### config.mk
export PLATFORM = sky130hd
export DESIGN_NAME = heap_sort_engine_flat
export DESIGN_NICKNAME = d
export VERILOG_FILES = /design/src/rtl/hse_pkg.sv /design/src/rtl/hse_in_if.sv /design/src/rtl/hse_out_if.sv /design/src/rtl/heap_sort_engine.sv /design/src/rtl/hse_ram.sv /design/src/rtl/hse_sequencer.sv /design/src/flat_wrapper.sv
export SDC_FILE = /design/constraint.sdc
export NUM_CORES = 2
export LEC_CHECK = 0
export BUFFER_PORTS_ARGS = -buffer_cell sky130_fd_sc_hd__buf_2
export CELL_PAD_IN_SITES_DETAIL_PLACEMENT = 1
export CELL_PAD_IN_SITES_GLOBAL_PLACEMENT = 2
export CORE_ASPECT_RATIO = 1.4
export CORE_MARGIN = 2
export CORE_UTILIZATION = 46
export CTS_CLUSTER_DIAMETER = 150
export DETAILED_ROUTE_END_ITERATION = 10
export PLACE_DENSITY = 0.82
export REMOVE_ABC_BUFFERS = 1
export SETUP_SLACK_MARGIN = 0.1
export SLEW_MARGIN = 20
export SYNTH_ARGS = -nofsm -noshare
export SYNTH_HDL_FRONTEND = slang
export SYNTH_SLANG_ARGS = --single-unit
### constraint.sdc
create_clock -name clk -period 5.55 [get_ports clk]
set_input_delay 0.555 -clock clk [delete_from_list [all_inputs] [get_ports clk]]
set_output_delay 0.555 -clock clk [all_outputs]
set_load 0.1 [all_outputs]
### src/rtl/hse_pkg.sv
// Shared types and constants of the heap sort engine.
// Holds the micro-operation codes, jump conditions, control word and status struct.
// Depends on nothing; every other file of the block but hse_ram refers to it.
`default_nettype none

package hse_pkg;

    localparam int VALUE_W       = 32;
    localparam int DEPTH_DEFAULT = 64;
    localparam int STEP_W        = 5;

    typedef logic [STEP_W-1:0] step_t;

    // Datapath operation selected by the current control word.
    typedef enum logic [4:0] {
        OP_NOP,
        OP_LOAD,
        OP_INIT,
        OP_BUILD_NEXT,
        OP_RD_CUR,
        OP_CAP_CUR,
        OP_RD_LC,
        OP_CMP_LC,
        OP_CMP_RC,
        OP_WR_CUR,
        OP_WR_BIG,
        OP_RD_ROOT,
        OP_RD_END,
        OP_SWAP_A,
        OP_SWAP_B,
        OP_EMIT_INIT,
        OP_RD_K,
        OP_PRESENT,
        OP_EMIT_NEXT,
        OP_CLEAR
    } op_t;

    // Condition that decides whether the control word's jump is taken.
    typedef enum logic [3:0] {
        COND_NEVER,
        COND_ALWAYS,
        COND_LAST_ACC,
        COND_CNT_LT2,
        COND_K_ZERO,
        COND_LC_OOB,
        COND_RC_OOB,
        COND_BIG_EQ_CUR,
        COND_IN_BUILD,
        COND_LEN_LE1,
        COND_OUT_STALL,
        COND_EMIT_DONE
    } cond_t;

    typedef struct packed {
        op_t   op;
        cond_t cond;
        logic  neg;
        step_t target;
    } uword_t;

    typedef struct packed {
        logic last_acc;
        logic cnt_lt2;
        logic k_zero;
        logic lc_oob;
        logic rc_oob;
        logic big_eq_cur;
        logic in_build;
        logic len_le1;
        logic out_stall;
        logic emit_done;
    } status_t;

endpackage

`default_nettype wire

### src/rtl/hse_in_if.sv
// Input channel of the heap sort engine: valid/ready handshake with the element payload.
// Depends on hse_pkg for the value width.
`default_nettype none

interface hse_in_if;

    logic                            valid;
    logic                            ready;
    logic [hse_pkg::VALUE_W-1:0]     value;
    logic                            last_item;

    modport source (output valid, output value, output last_item, input ready);
    modport sink   (input valid, input value, input last_item, output ready);

endinterface

`default_nettype wire

### src/rtl/hse_out_if.sv
// Result channel of the heap sort engine: valid/ready handshake with the sorted payload.
// Depends on hse_pkg for the value width.
`default_nettype none

interface hse_out_if;

    logic                            valid;
    logic                            ready;
    logic [hse_pkg::VALUE_W-1:0]     sorted_value;
    logic                            last_result;
    logic                            overflow;

    modport source (output valid, output sorted_value, output last_result, output overflow,
                    input ready);
    modport sink   (input valid, input sorted_value, input last_result, input overflow,
                    output ready);

endinterface

`default_nettype wire

### src/rtl/heap_sort_engine.sv
// Heap sort engine top level: element store, datapath registers and result register.
// Depends on hse_pkg, hse_in_if, hse_out_if, hse_ram and hse_sequencer.
//
// The engine takes signed 32-bit elements, one per transaction, into a store of DEPTH
// entries until a transaction marked last_item arrives; elements beyond DEPTH are discarded
// and every result of that data set then carries overflow. The last transaction starts an
// in-place heapsort run by a microcoded sequencer over a single-port-read store with
// registered read data: each sift-down level reads the children, compares each with the
// larger value so far and, if a child won, writes back two entries; the parent is read once
// per sift-down. Results are then read back in ascending order, each held until the sink is
// ready, with last_result on the final one. No input is taken from the last element's
// transaction until the final result has been delivered.
`default_nettype none

module heap_sort_engine #(
    parameter int DEPTH = hse_pkg::DEPTH_DEFAULT
) (
    input wire logic clk,
    input wire logic rst_n,
    hse_in_if.sink   items,
    hse_out_if.source results
);

    localparam int AW = $clog2(DEPTH);
    localparam int CW = AW + 1;
    localparam int IW = AW + 2;
    localparam int VW = hse_pkg::VALUE_W;

    hse_pkg::op_t     op;
    hse_pkg::status_t status;

    logic [CW-1:0] cnt_reg,  cnt_next;
    logic          drop_reg, drop_next;
    logic [CW-1:0] len_reg,  len_next;
    logic [AW-1:0] k_reg,    k_next;
    logic [AW-1:0] cur_reg,  cur_next;
    logic [AW-1:0] big_reg,  big_next;
    logic          build_reg, build_next;
    logic          out_valid_reg, out_valid_next;

    logic [VW-1:0] cur_val_reg,   cur_val_next;
    logic [VW-1:0] big_val_reg,   big_val_next;
    logic [VW-1:0] out_value_reg, out_value_next;
    logic          out_last_reg,  out_last_next;
    logic          out_ovf_reg,   out_ovf_next;

    logic          ram_we;
    logic [AW-1:0] ram_waddr;
    logic [VW-1:0] ram_wdata;
    logic [AW-1:0] ram_raddr;
    logic [VW-1:0] ram_rdata;

    logic          in_acc;
    logic          out_acc;
    logic [IW-1:0] lc_idx;
    logic [IW-1:0] rc_idx;
    logic [IW-1:0] len_ext;
    logic [AW-1:0] end_idx;
    logic          k_is_last;

    assign in_acc    = items.valid && items.ready;
    assign out_acc   = results.valid && results.ready;
    assign lc_idx    = {1'b0, cur_reg, 1'b1};
    assign rc_idx    = lc_idx + 1'b1;
    assign len_ext   = {1'b0, len_reg};
    assign end_idx   = AW'(len_reg - 1'b1);
    assign k_is_last = (({1'b0, k_reg} + 1'b1) == cnt_reg);

    assign status.last_acc   = in_acc && items.last_item;
    assign status.cnt_lt2    = (cnt_reg[CW-1:1] == '0);
    assign status.k_zero     = (k_reg == '0);
    assign status.lc_oob     = (lc_idx >= len_ext);
    assign status.rc_oob     = (rc_idx >= len_ext);
    assign status.big_eq_cur = (big_reg == cur_reg);
    assign status.in_build   = build_reg;
    assign status.len_le1    = (len_reg[CW-1:1] == '0);
    assign status.out_stall  = out_valid_reg && !results.ready;
    assign status.emit_done  = k_is_last;

    hse_sequencer u_seq (
        .clk    (clk),
        .rst_n  (rst_n),
        .status (status),
        .op     (op)
    );

    hse_ram #(
        .WIDTH (VW),
        .DEPTH (DEPTH)
    ) u_store (
        .clk   (clk),
        .we    (ram_we),
        .waddr (ram_waddr),
        .wdata (ram_wdata),
        .raddr (ram_raddr),
        .rdata (ram_rdata)
    );

    assign items.ready          = (op == hse_pkg::OP_LOAD);
    assign results.valid        = out_valid_reg;
    assign results.sorted_value = out_value_reg;
    assign results.last_result  = out_last_reg;
    assign results.overflow     = out_ovf_reg;

    always_comb
    begin
        cnt_next       = cnt_reg;
        drop_next      = drop_reg;
        len_next       = len_reg;
        k_next         = k_reg;
        cur_next       = cur_reg;
        big_next       = big_reg;
        build_next     = build_reg;
        cur_val_next   = cur_val_reg;
        big_val_next   = big_val_reg;
        out_value_next = out_value_reg;
        out_last_next  = out_last_reg;
        out_ovf_next   = out_ovf_reg;
        out_valid_next = out_valid_reg && !out_acc;

        ram_we    = 1'b0;
        ram_waddr = cur_reg;
        ram_wdata = big_val_reg;
        ram_raddr = cur_reg;

        unique case (op)
            hse_pkg::OP_LOAD:
            begin
                if (in_acc)
                begin
                    if (cnt_reg < CW'(DEPTH))
                    begin
                        ram_we    = 1'b1;
                        ram_waddr = cnt_reg[AW-1:0];
                        ram_wdata = items.value;
                        cnt_next  = cnt_reg + 1'b1;
                    end
                    else
                    begin
                        drop_next = 1'b1;
                    end
                end
            end
            hse_pkg::OP_INIT:
            begin
                len_next   = cnt_reg;
                k_next     = cnt_reg[CW-1:1];
                build_next = 1'b1;
            end
            hse_pkg::OP_BUILD_NEXT:
            begin
                k_next   = k_reg - 1'b1;
                cur_next = k_reg - 1'b1;
            end
            hse_pkg::OP_RD_CUR:
            begin
                ram_raddr = cur_reg;
            end
            hse_pkg::OP_CAP_CUR:
            begin
                cur_val_next = ram_rdata;
                big_val_next = ram_rdata;
                big_next     = cur_reg;
            end
            hse_pkg::OP_RD_LC:
            begin
                ram_raddr = lc_idx[AW-1:0];
            end
            hse_pkg::OP_CMP_LC:
            begin
                ram_raddr = rc_idx[AW-1:0];
                if ($signed(ram_rdata) > $signed(big_val_reg))
                begin
                    big_next     = lc_idx[AW-1:0];
                    big_val_next = ram_rdata;
                end
            end
            hse_pkg::OP_CMP_RC:
            begin
                if ($signed(ram_rdata) > $signed(big_val_reg))
                begin
                    big_next     = rc_idx[AW-1:0];
                    big_val_next = ram_rdata;
                end
            end
            hse_pkg::OP_WR_CUR:
            begin
                ram_we    = 1'b1;
                ram_waddr = cur_reg;
                ram_wdata = big_val_reg;
            end
            hse_pkg::OP_WR_BIG:
            begin
                // The sinking value moves down; it stays the one to beat on the next level.
                ram_we       = 1'b1;
                ram_waddr    = big_reg;
                ram_wdata    = cur_val_reg;
                cur_next     = big_reg;
                big_val_next = cur_val_reg;
            end
            hse_pkg::OP_RD_ROOT:
            begin
                ram_raddr  = '0;
                build_next = 1'b0;
            end
            hse_pkg::OP_RD_END:
            begin
                ram_raddr    = end_idx;
                cur_val_next = ram_rdata;
            end
            hse_pkg::OP_SWAP_A:
            begin
                ram_we    = 1'b1;
                ram_waddr = '0;
                ram_wdata = ram_rdata;
            end
            hse_pkg::OP_SWAP_B:
            begin
                ram_we    = 1'b1;
                ram_waddr = end_idx;
                ram_wdata = cur_val_reg;
                len_next  = len_reg - 1'b1;
                cur_next  = '0;
            end
            hse_pkg::OP_EMIT_INIT:
            begin
                k_next = '0;
            end
            hse_pkg::OP_RD_K:
            begin
                ram_raddr = k_reg;
            end
            hse_pkg::OP_PRESENT:
            begin
                out_valid_next = 1'b1;
                out_value_next = ram_rdata;
                out_last_next  = k_is_last;
                out_ovf_next   = drop_reg;
            end
            hse_pkg::OP_EMIT_NEXT:
            begin
                k_next = k_reg + 1'b1;
            end
            hse_pkg::OP_CLEAR:
            begin
                cnt_next  = '0;
                drop_next = 1'b0;
            end
            hse_pkg::OP_NOP:
            begin
            end
            default:
            begin
            end
        endcase
    end

    always_ff @(posedge clk or negedge rst_n)
    begin
        if (!rst_n)
        begin
            cnt_reg       <= '0;
            drop_reg      <= 1'b0;
            len_reg       <= '0;
            k_reg         <= '0;
            cur_reg       <= '0;
            big_reg       <= '0;
            build_reg     <= 1'b0;
            out_valid_reg <= 1'b0;
        end
        else
        begin
            cnt_reg       <= cnt_next;
            drop_reg      <= drop_next;
            len_reg       <= len_next;
            k_reg         <= k_next;
            cur_reg       <= cur_next;
            big_reg       <= big_next;
            build_reg     <= build_next;
            out_valid_reg <= out_valid_next;
        end
    end

    always_ff @(posedge clk)
    begin
        cur_val_reg   <= cur_val_next;
        big_val_reg   <= big_val_next;
        out_value_reg <= out_value_next;
        out_last_reg  <= out_last_next;
        out_ovf_reg   <= out_ovf_next;
    end

    // The element count never exceeds the store size.
    assert property (@(posedge clk) disable iff (!rst_n) cnt_reg <= CW'(DEPTH))
        else $error("element count beyond store size");

    // No element is taken while a result is still on offer.
    assert property (@(posedge clk) disable iff (!rst_n) in_acc |-> !out_valid_reg)
        else $error("input transaction during emission");

    // A last element always hands control to the sort.
    assert property (@(posedge clk) disable iff (!rst_n)
                     in_acc && items.last_item |=> op == hse_pkg::OP_INIT)
        else $error("sort did not start after last element");

    // Each delivered result moves the read-back index on.
    assert property (@(posedge clk) disable iff (!rst_n)
                     out_acc |=> op == hse_pkg::OP_EMIT_NEXT)
        else $error("result transaction outside emission step");

endmodule

`default_nettype wire

### src/rtl/hse_ram.sv
// Generic single-write, single-read RAM with a registered read port.
// Self-contained; used for the element store of the heap sort engine.
`default_nettype none

module hse_ram #(
    parameter int WIDTH = 32,
    parameter int DEPTH = 64
) (
    input  wire logic                     clk,
    input  wire logic                     we,
    input  wire logic [$clog2(DEPTH)-1:0] waddr,
    input  wire logic [WIDTH-1:0]         wdata,
    input  wire logic [$clog2(DEPTH)-1:0] raddr,
    output logic      [WIDTH-1:0]         rdata
);

    logic [WIDTH-1:0] mem [DEPTH];
    logic [WIDTH-1:0] rdata_reg;

    always_ff @(posedge clk)
    begin
        if (we)
        begin
            mem[waddr] <= wdata;
        end
        rdata_reg <= mem[raddr];
    end

    assign rdata = rdata_reg;

endmodule

`default_nettype wire

### src/rtl/hse_sequencer.sv
// Microcode sequencer of the heap sort engine: step counter, control store and jump logic.
// Depends on hse_pkg for the control word, operation, condition and status types.
`default_nettype none

module hse_sequencer (
    input  wire logic             clk,
    input  wire logic             rst_n,
    input  wire hse_pkg::status_t status,
    output hse_pkg::op_t          op
);

    localparam hse_pkg::step_t STEP_LOAD        = hse_pkg::step_t'(0);
    localparam hse_pkg::step_t STEP_INIT        = hse_pkg::step_t'(1);
    localparam hse_pkg::step_t STEP_BUILD_TEST  = hse_pkg::step_t'(2);
    localparam hse_pkg::step_t STEP_BUILD_NEXT  = hse_pkg::step_t'(3);
    localparam hse_pkg::step_t STEP_SIFT        = hse_pkg::step_t'(4);
    localparam hse_pkg::step_t STEP_CAP_CUR     = hse_pkg::step_t'(5);
    localparam hse_pkg::step_t STEP_RD_LC       = hse_pkg::step_t'(6);
    localparam hse_pkg::step_t STEP_CMP_LC      = hse_pkg::step_t'(7);
    localparam hse_pkg::step_t STEP_CMP_RC      = hse_pkg::step_t'(8);
    localparam hse_pkg::step_t STEP_SWAP_TEST   = hse_pkg::step_t'(9);
    localparam hse_pkg::step_t STEP_WR_CUR      = hse_pkg::step_t'(10);
    localparam hse_pkg::step_t STEP_WR_BIG      = hse_pkg::step_t'(11);
    localparam hse_pkg::step_t STEP_SIFT_RET    = hse_pkg::step_t'(12);
    localparam hse_pkg::step_t STEP_EXTRACT     = hse_pkg::step_t'(13);
    localparam hse_pkg::step_t STEP_RD_ROOT     = hse_pkg::step_t'(14);
    localparam hse_pkg::step_t STEP_RD_END      = hse_pkg::step_t'(15);
    localparam hse_pkg::step_t STEP_SWAP_A      = hse_pkg::step_t'(16);
    localparam hse_pkg::step_t STEP_SWAP_B      = hse_pkg::step_t'(17);
    localparam hse_pkg::step_t STEP_EMIT_INIT   = hse_pkg::step_t'(18);
    localparam hse_pkg::step_t STEP_RD_K        = hse_pkg::step_t'(19);
    localparam hse_pkg::step_t STEP_PRESENT     = hse_pkg::step_t'(20);
    localparam hse_pkg::step_t STEP_WAIT        = hse_pkg::step_t'(21);
    localparam hse_pkg::step_t STEP_EMIT_NEXT   = hse_pkg::step_t'(22);
    localparam hse_pkg::step_t STEP_CLEAR       = hse_pkg::step_t'(23);

    function automatic hse_pkg::uword_t uw(hse_pkg::op_t o, hse_pkg::cond_t c, logic n,
                                           hse_pkg::step_t t);
        hse_pkg::uword_t w;
        w.op     = o;
        w.cond   = c;
        w.neg    = n;
        w.target = t;
        return w;
    endfunction

    // Control store. A jump is taken when the selected condition, optionally inverted,
    // holds; otherwise the step counter advances by one.
    function automatic hse_pkg::uword_t rom(hse_pkg::step_t s);
        hse_pkg::uword_t w;
        unique case (s)
            STEP_LOAD:       w = uw(hse_pkg::OP_LOAD, hse_pkg::COND_LAST_ACC, 1'b1, STEP_LOAD);
            STEP_INIT:       w = uw(hse_pkg::OP_INIT, hse_pkg::COND_CNT_LT2, 1'b0,
                                    STEP_EMIT_INIT);
            STEP_BUILD_TEST: w = uw(hse_pkg::OP_NOP, hse_pkg::COND_K_ZERO, 1'b0, STEP_EXTRACT);
            STEP_BUILD_NEXT: w = uw(hse_pkg::OP_BUILD_NEXT, hse_pkg::COND_ALWAYS, 1'b0,
                                    STEP_SIFT);
            STEP_SIFT:       w = uw(hse_pkg::OP_RD_CUR, hse_pkg::COND_NEVER, 1'b0, STEP_LOAD);
            STEP_CAP_CUR:    w = uw(hse_pkg::OP_CAP_CUR, hse_pkg::COND_NEVER, 1'b0, STEP_LOAD);
            STEP_RD_LC:      w = uw(hse_pkg::OP_RD_LC, hse_pkg::COND_LC_OOB, 1'b0,
                                    STEP_SIFT_RET);
            STEP_CMP_LC:     w = uw(hse_pkg::OP_CMP_LC, hse_pkg::COND_RC_OOB, 1'b0,
                                    STEP_SWAP_TEST);
            STEP_CMP_RC:     w = uw(hse_pkg::OP_CMP_RC, hse_pkg::COND_NEVER, 1'b0, STEP_LOAD);
            STEP_SWAP_TEST:  w = uw(hse_pkg::OP_NOP, hse_pkg::COND_BIG_EQ_CUR, 1'b0,
                                    STEP_SIFT_RET);
            STEP_WR_CUR:     w = uw(hse_pkg::OP_WR_CUR, hse_pkg::COND_NEVER, 1'b0, STEP_LOAD);
            STEP_WR_BIG:     w = uw(hse_pkg::OP_WR_BIG, hse_pkg::COND_ALWAYS, 1'b0, STEP_RD_LC);
            STEP_SIFT_RET:   w = uw(hse_pkg::OP_NOP, hse_pkg::COND_IN_BUILD, 1'b0,
                                    STEP_BUILD_TEST);
            STEP_EXTRACT:    w = uw(hse_pkg::OP_NOP, hse_pkg::COND_LEN_LE1, 1'b0,
                                    STEP_EMIT_INIT);
            STEP_RD_ROOT:    w = uw(hse_pkg::OP_RD_ROOT, hse_pkg::COND_NEVER, 1'b0, STEP_LOAD);
            STEP_RD_END:     w = uw(hse_pkg::OP_RD_END, hse_pkg::COND_NEVER, 1'b0, STEP_LOAD);
            STEP_SWAP_A:     w = uw(hse_pkg::OP_SWAP_A, hse_pkg::COND_NEVER, 1'b0, STEP_LOAD);
            STEP_SWAP_B:     w = uw(hse_pkg::OP_SWAP_B, hse_pkg::COND_ALWAYS, 1'b0, STEP_SIFT);
            STEP_EMIT_INIT:  w = uw(hse_pkg::OP_EMIT_INIT, hse_pkg::COND_NEVER, 1'b0,
                                    STEP_LOAD);
            STEP_RD_K:       w = uw(hse_pkg::OP_RD_K, hse_pkg::COND_NEVER, 1'b0, STEP_LOAD);
            STEP_PRESENT:    w = uw(hse_pkg::OP_PRESENT, hse_pkg::COND_NEVER, 1'b0, STEP_LOAD);
            STEP_WAIT:       w = uw(hse_pkg::OP_NOP, hse_pkg::COND_OUT_STALL, 1'b0, STEP_WAIT);
            STEP_EMIT_NEXT:  w = uw(hse_pkg::OP_EMIT_NEXT, hse_pkg::COND_EMIT_DONE, 1'b1,
                                    STEP_RD_K);
            STEP_CLEAR:      w = uw(hse_pkg::OP_CLEAR, hse_pkg::COND_ALWAYS, 1'b0, STEP_LOAD);
            default:         w = uw(hse_pkg::OP_NOP, hse_pkg::COND_ALWAYS, 1'b0, STEP_LOAD);
        endcase
        return w;
    endfunction

    hse_pkg::step_t  step_reg;
    hse_pkg::step_t  step_next;
    hse_pkg::uword_t word;
    logic            cond_hit;

    assign word = rom(step_reg);
    assign op   = word.op;

    always_comb
    begin
        unique case (word.cond)
            hse_pkg::COND_NEVER:      cond_hit = 1'b0;
            hse_pkg::COND_ALWAYS:     cond_hit = 1'b1;
            hse_pkg::COND_LAST_ACC:   cond_hit = status.last_acc;
            hse_pkg::COND_CNT_LT2:    cond_hit = status.cnt_lt2;
            hse_pkg::COND_K_ZERO:     cond_hit = status.k_zero;
            hse_pkg::COND_LC_OOB:     cond_hit = status.lc_oob;
            hse_pkg::COND_RC_OOB:     cond_hit = status.rc_oob;
            hse_pkg::COND_BIG_EQ_CUR: cond_hit = status.big_eq_cur;
            hse_pkg::COND_IN_BUILD:   cond_hit = status.in_build;
            hse_pkg::COND_LEN_LE1:    cond_hit = status.len_le1;
            hse_pkg::COND_OUT_STALL:  cond_hit = status.out_stall;
            hse_pkg::COND_EMIT_DONE:  cond_hit = status.emit_done;
            default:                  cond_hit = 1'b0;
        endcase

        if (cond_hit ^ word.neg)
        begin
            step_next = word.target;
        end
        else
        begin
            step_next = step_reg + 1'b1;
        end
    end

    always_ff @(posedge clk or negedge rst_n)
    begin
        if (!rst_n)
        begin
            step_reg <= STEP_LOAD;
        end
        else
        begin
            step_reg <= step_next;
        end
    end

endmodule

`default_nettype wire
### src/flat_wrapper.sv
// flat-port wrapper written by rule: the top's interface ports become plain ports
module heap_sort_engine_flat 
#(
    parameter int DEPTH = hse_pkg::DEPTH_DEFAULT
)
  (clk, rst_n, items_valid, items_value, items_last_item, items_ready, results_valid, results_sorted_value, results_last_result, results_overflow, results_ready);
  hse_in_if items_i ();
  hse_out_if results_i ();
  input wire logic clk;
  input wire logic rst_n;
  input wire logic [$bits(items_i.valid)-1:0] items_valid;
  input wire logic [$bits(items_i.value)-1:0] items_value;
  input wire logic [$bits(items_i.last_item)-1:0] items_last_item;
  output wire logic [$bits(items_i.ready)-1:0] items_ready;
  output wire logic [$bits(results_i.valid)-1:0] results_valid;
  output wire logic [$bits(results_i.sorted_value)-1:0] results_sorted_value;
  output wire logic [$bits(results_i.last_result)-1:0] results_last_result;
  output wire logic [$bits(results_i.overflow)-1:0] results_overflow;
  input wire logic [$bits(results_i.ready)-1:0] results_ready;
  assign items_i.valid = items_valid;
  assign items_i.value = items_value;
  assign items_i.last_item = items_last_item;
  assign items_ready = items_i.ready;
  assign results_valid = results_i.valid;
  assign results_sorted_value = results_i.sorted_value;
  assign results_last_result = results_i.last_result;
  assign results_overflow = results_i.overflow;
  assign results_i.ready = results_ready;
  heap_sort_engine #(.DEPTH(DEPTH)) u_core (.clk(clk), .rst_n(rst_n), .items(items_i), .results(results_i));
endmodule
==> results.toml <==
[worst_setup_path]
cp_data_arrival_time_ns = 6.09
crit_path_max_incr_delay_ns = 0.54
critical_path.max_fanout = 40
cpLargestDelayFamily = "simple AND/OR/NAND/NOR gates"
cp_slowest_cell = "dfrtp_2"
worstSetupPathType = "reg -> reg"
r2r_end = "u_core.u_store.rdata[15]"
worst_r2r_path_depth = 15
worstPathRequired_ns = 6.28
path_cells = "inv_1 > ha_1 > mux2i_1 > o21a_1 > a221o_1 > or3_4 > nand4_1 > and2_4 > buf_12 > buf_4 > mux2i_2 > o22ai_1 > o21ai_0 > o2111ai_1 > or3_1"
setup.worst_path.start_class = "register"
endpoint_kind = "register"
path_buf_inv = 3
r2r_setup_slack_ns = 0.19
worstReg2RegStart = "u_core.u_seq.step_reg[1]"

[drt]
wl_per_cell_um = 31.9
vias = 57200
drcViolationCount = 0
wl_um = 292000
drtAntennaViolNets = 0
drtPass1Iterations = 6
viasPerCell = 6.24
drtIter0Drc = 6194

[cts]
cts-root-buf = "clkbuf_16"
clk_pin_slew_ns = 0.07
cts_sinks = 2218
cts_tree = "done"
clock_latency_ns = 0.89
cts_max_level = 4
cts_buffers = 206
cts_buffer_depth = 4

[logic_synthesis]
synth_top_cells_by_count = "edfxtp_1 (2146), nand2_1 (1347), mux2i_1 (431), nand3_1 (430), o22ai_1 (199)"
synth.most_common_cell = "edfxtp_1"
synth_edf_count = 2146
ys.flop_type = "edfxtp_1"
synth_warnings = 0
avgSynthCellArea_um2 = 14.3
netlist_area_mm2 = 0.0883
synthArstFlopShare_pct = 1.80
netlist_instances = 6191
synth-seq-cells = 2218
synth_top_area_share_pct = 73.0
ys_top_cells_by_area = "edfxtp_1 (73%), nand2_1 (5.7%), mux2i_1 (4.9%)"
synthDistinctLibCells = 74
synth_area_leader_cell = "edfxtp_1"
yosysSeqAreaShare_pct = 74.9

[sta]
whs_ns = 0.301
fmax_mhz = 187
final_hold_viol_count = 0
clock_skew_ns = 0.0759
relSlewSlack_pct = 18.6
grt_setup_unrepaired = "true"
fin_crit_sh_pct = 96.6
setup_ws_ns = 0.188
drv_slew = 0
final-setup-viol-count = 0
worstMarginPinSlew_ns = 1.22
min_period_ns = 5.36

[min_path]
min_to = "u_core.u_store.mem[57][25]"
hold_depth = 3
hp-start = "items_value[25]"
hp-class = "in -> reg"

[placement]
numPortBuffers = 72
pre_cts_slack_ns = -0.365
gp_congestion = 0.904
place_hpwl_um = 172000

[job]
drv_cap = 0

[floorplanning]
rows = 190
die_h_um = 522
die_w_um = 374
core_area_mm2 = 0.191
dieArea_mm2 = 0.195
start_util_pct = 46.2
io_pins = 73

[finish]
drive_gt1_share_pct = 14.1
fin_util_pct = 53.2
largest_reg_flops = 2048
fin_nets = 6598
area_growth_pct = 15.3
regMostFlops = "u_core.u_store.mem"

[global_routing]
grt_max_degree = 97
grt_usage_pct = 29.4
grt_pass1_vias = 60600
grt_pass1_wl_um = 418000
gr-total-overflow = 0
antenna_found_initial = 18

[outcome]
status = "finished, final reports clean"
[per-layer routing]
| metal | GRT usage, % | vias up | part of all wire [%] |
|---|---|---|---|
| met5 | 0 | - | 0.013 |
| met4 | 15.2 | 6 | 5.6 |
| met3 | 4.28 | 785 | 7.3 |
| met2 | 51.4 | 2765 | 51 |
| met1 | 35.5 | 29600 | 37 |
| li1 | - | 24000 | - |
[worst min-delay path, cell delays in order]
cell      delay, ns
buf_2          0.09
a222oi_1       0.10
nand2_2        0.24
[layout by cell type (no fill, tap or decap), types with 34 or more instances in the layout]
cell type / netlist / final
mux2_2: 38 / 38
dfrtp_1: 40 / 38
buf_12: 0 / 103
nor2_4: 0 / 65
inv_1: 55 / 55
ha_1: 57 / 57
nand3_1: 430 / 430
or3_1: 35 / 35
clkinv_2: 0 / 35
buf_4: 5 / 294
clkinv_1: 0 / 42
nand2_1: 1347 / 1312
a32oi_1: 38 / 38
a21oi_1: 162 / 161
buf_2: 182 / 72
a31oi_1: 49 / 49
o22ai_1: 199 / 199
o21ai_0: 197 / 195
nor2_1: 119 / 53
clkbuf_16: 0 / 210
clkbuf_1: 164 / 39
a222oi_1: 34 / 34
edfxtp_1: 2146 / 2146
nand4_1: 140 / 140
mux2i_1: 431 / 429
[worst max-delay path by stage]
stage          depth (start not counted)  slack (ns)                      from                        to
2_1_floorplan                         11      -22.25  u_core.u_seq.step_reg[2]  u_core.u_store.rdata[30]
3_3_place_gp                          14       -0.09  u_core.u_seq.step_reg[1]  u_core.u_store.rdata[15]
3_5_place_dp                          14       -0.36  u_core.u_seq.step_reg[0]  u_core.u_store.rdata[22]
4_1_cts                               16        0.11  u_core.u_seq.step_reg[1]  u_core.u_store.rdata[22]
5_1_grt                               15        0.06  u_core.u_seq.step_reg[1]  u_core.u_store.rdata[27]
6_report                              15        0.19  u_core.u_seq.step_reg[1]  u_core.u_store.rdata[15]
[kinds of logic (layout without fill, tap and decap cells)]
group                    count (synthesis)  in the layout  share of synthesized area, %
flip-flops                            2218           2218                          74.9
AND/OR/NAND/NOR                       2176           2176                          10.7
AO/OA/AOI/OAI                          806            806                          5.80
multiplexers                           470            470                          5.39
buffers and inverters                  425            891                          2.09
adder cells (fa/ha/maj)                 57             57                         0.808
XOR/XNOR                                39             39                         0.387
other                                    0              4                             0
[stage by stage]
stage / area, µm² / TNS, ns / cells
CTS: 102000 / 0 / 9151
finish: 102000 / 0 / 9157
floorplan: 86600 / - / 5821
global route: 102000 / 0 / 9154
detailed placement: 95100 / -1.20 / 8781
global placement: 95100 / -0.171 / 8781
[what timing repair did]
item | in CTS | in global routing
pin swaps | 0 | 0
cloned | 1 | 0
hold buffers | 3 | 0
setup endpoints to repair | 18 | 23
setup buffers | 5 | 0
resized for setup | 9 | 14
hold endpoints to repair | 42 | 0
[final cells by class]
class | instances | area [µm²]
fillers | 18500 | 89400
flip-flops and latches | 2218 | 66100
multi-input cells | 3548 | 21200
clock buffers | 259 | 5540
repair buffers | 475 | 4730
well taps | 2496 | 3120
clock inverters | 102 | 828
inverters | 55 | 206
diodes | 4 | 10.0
Power is not shown: default switching activity piles up to over one toggle a cycle in this logic, so the estimate is an artifact.
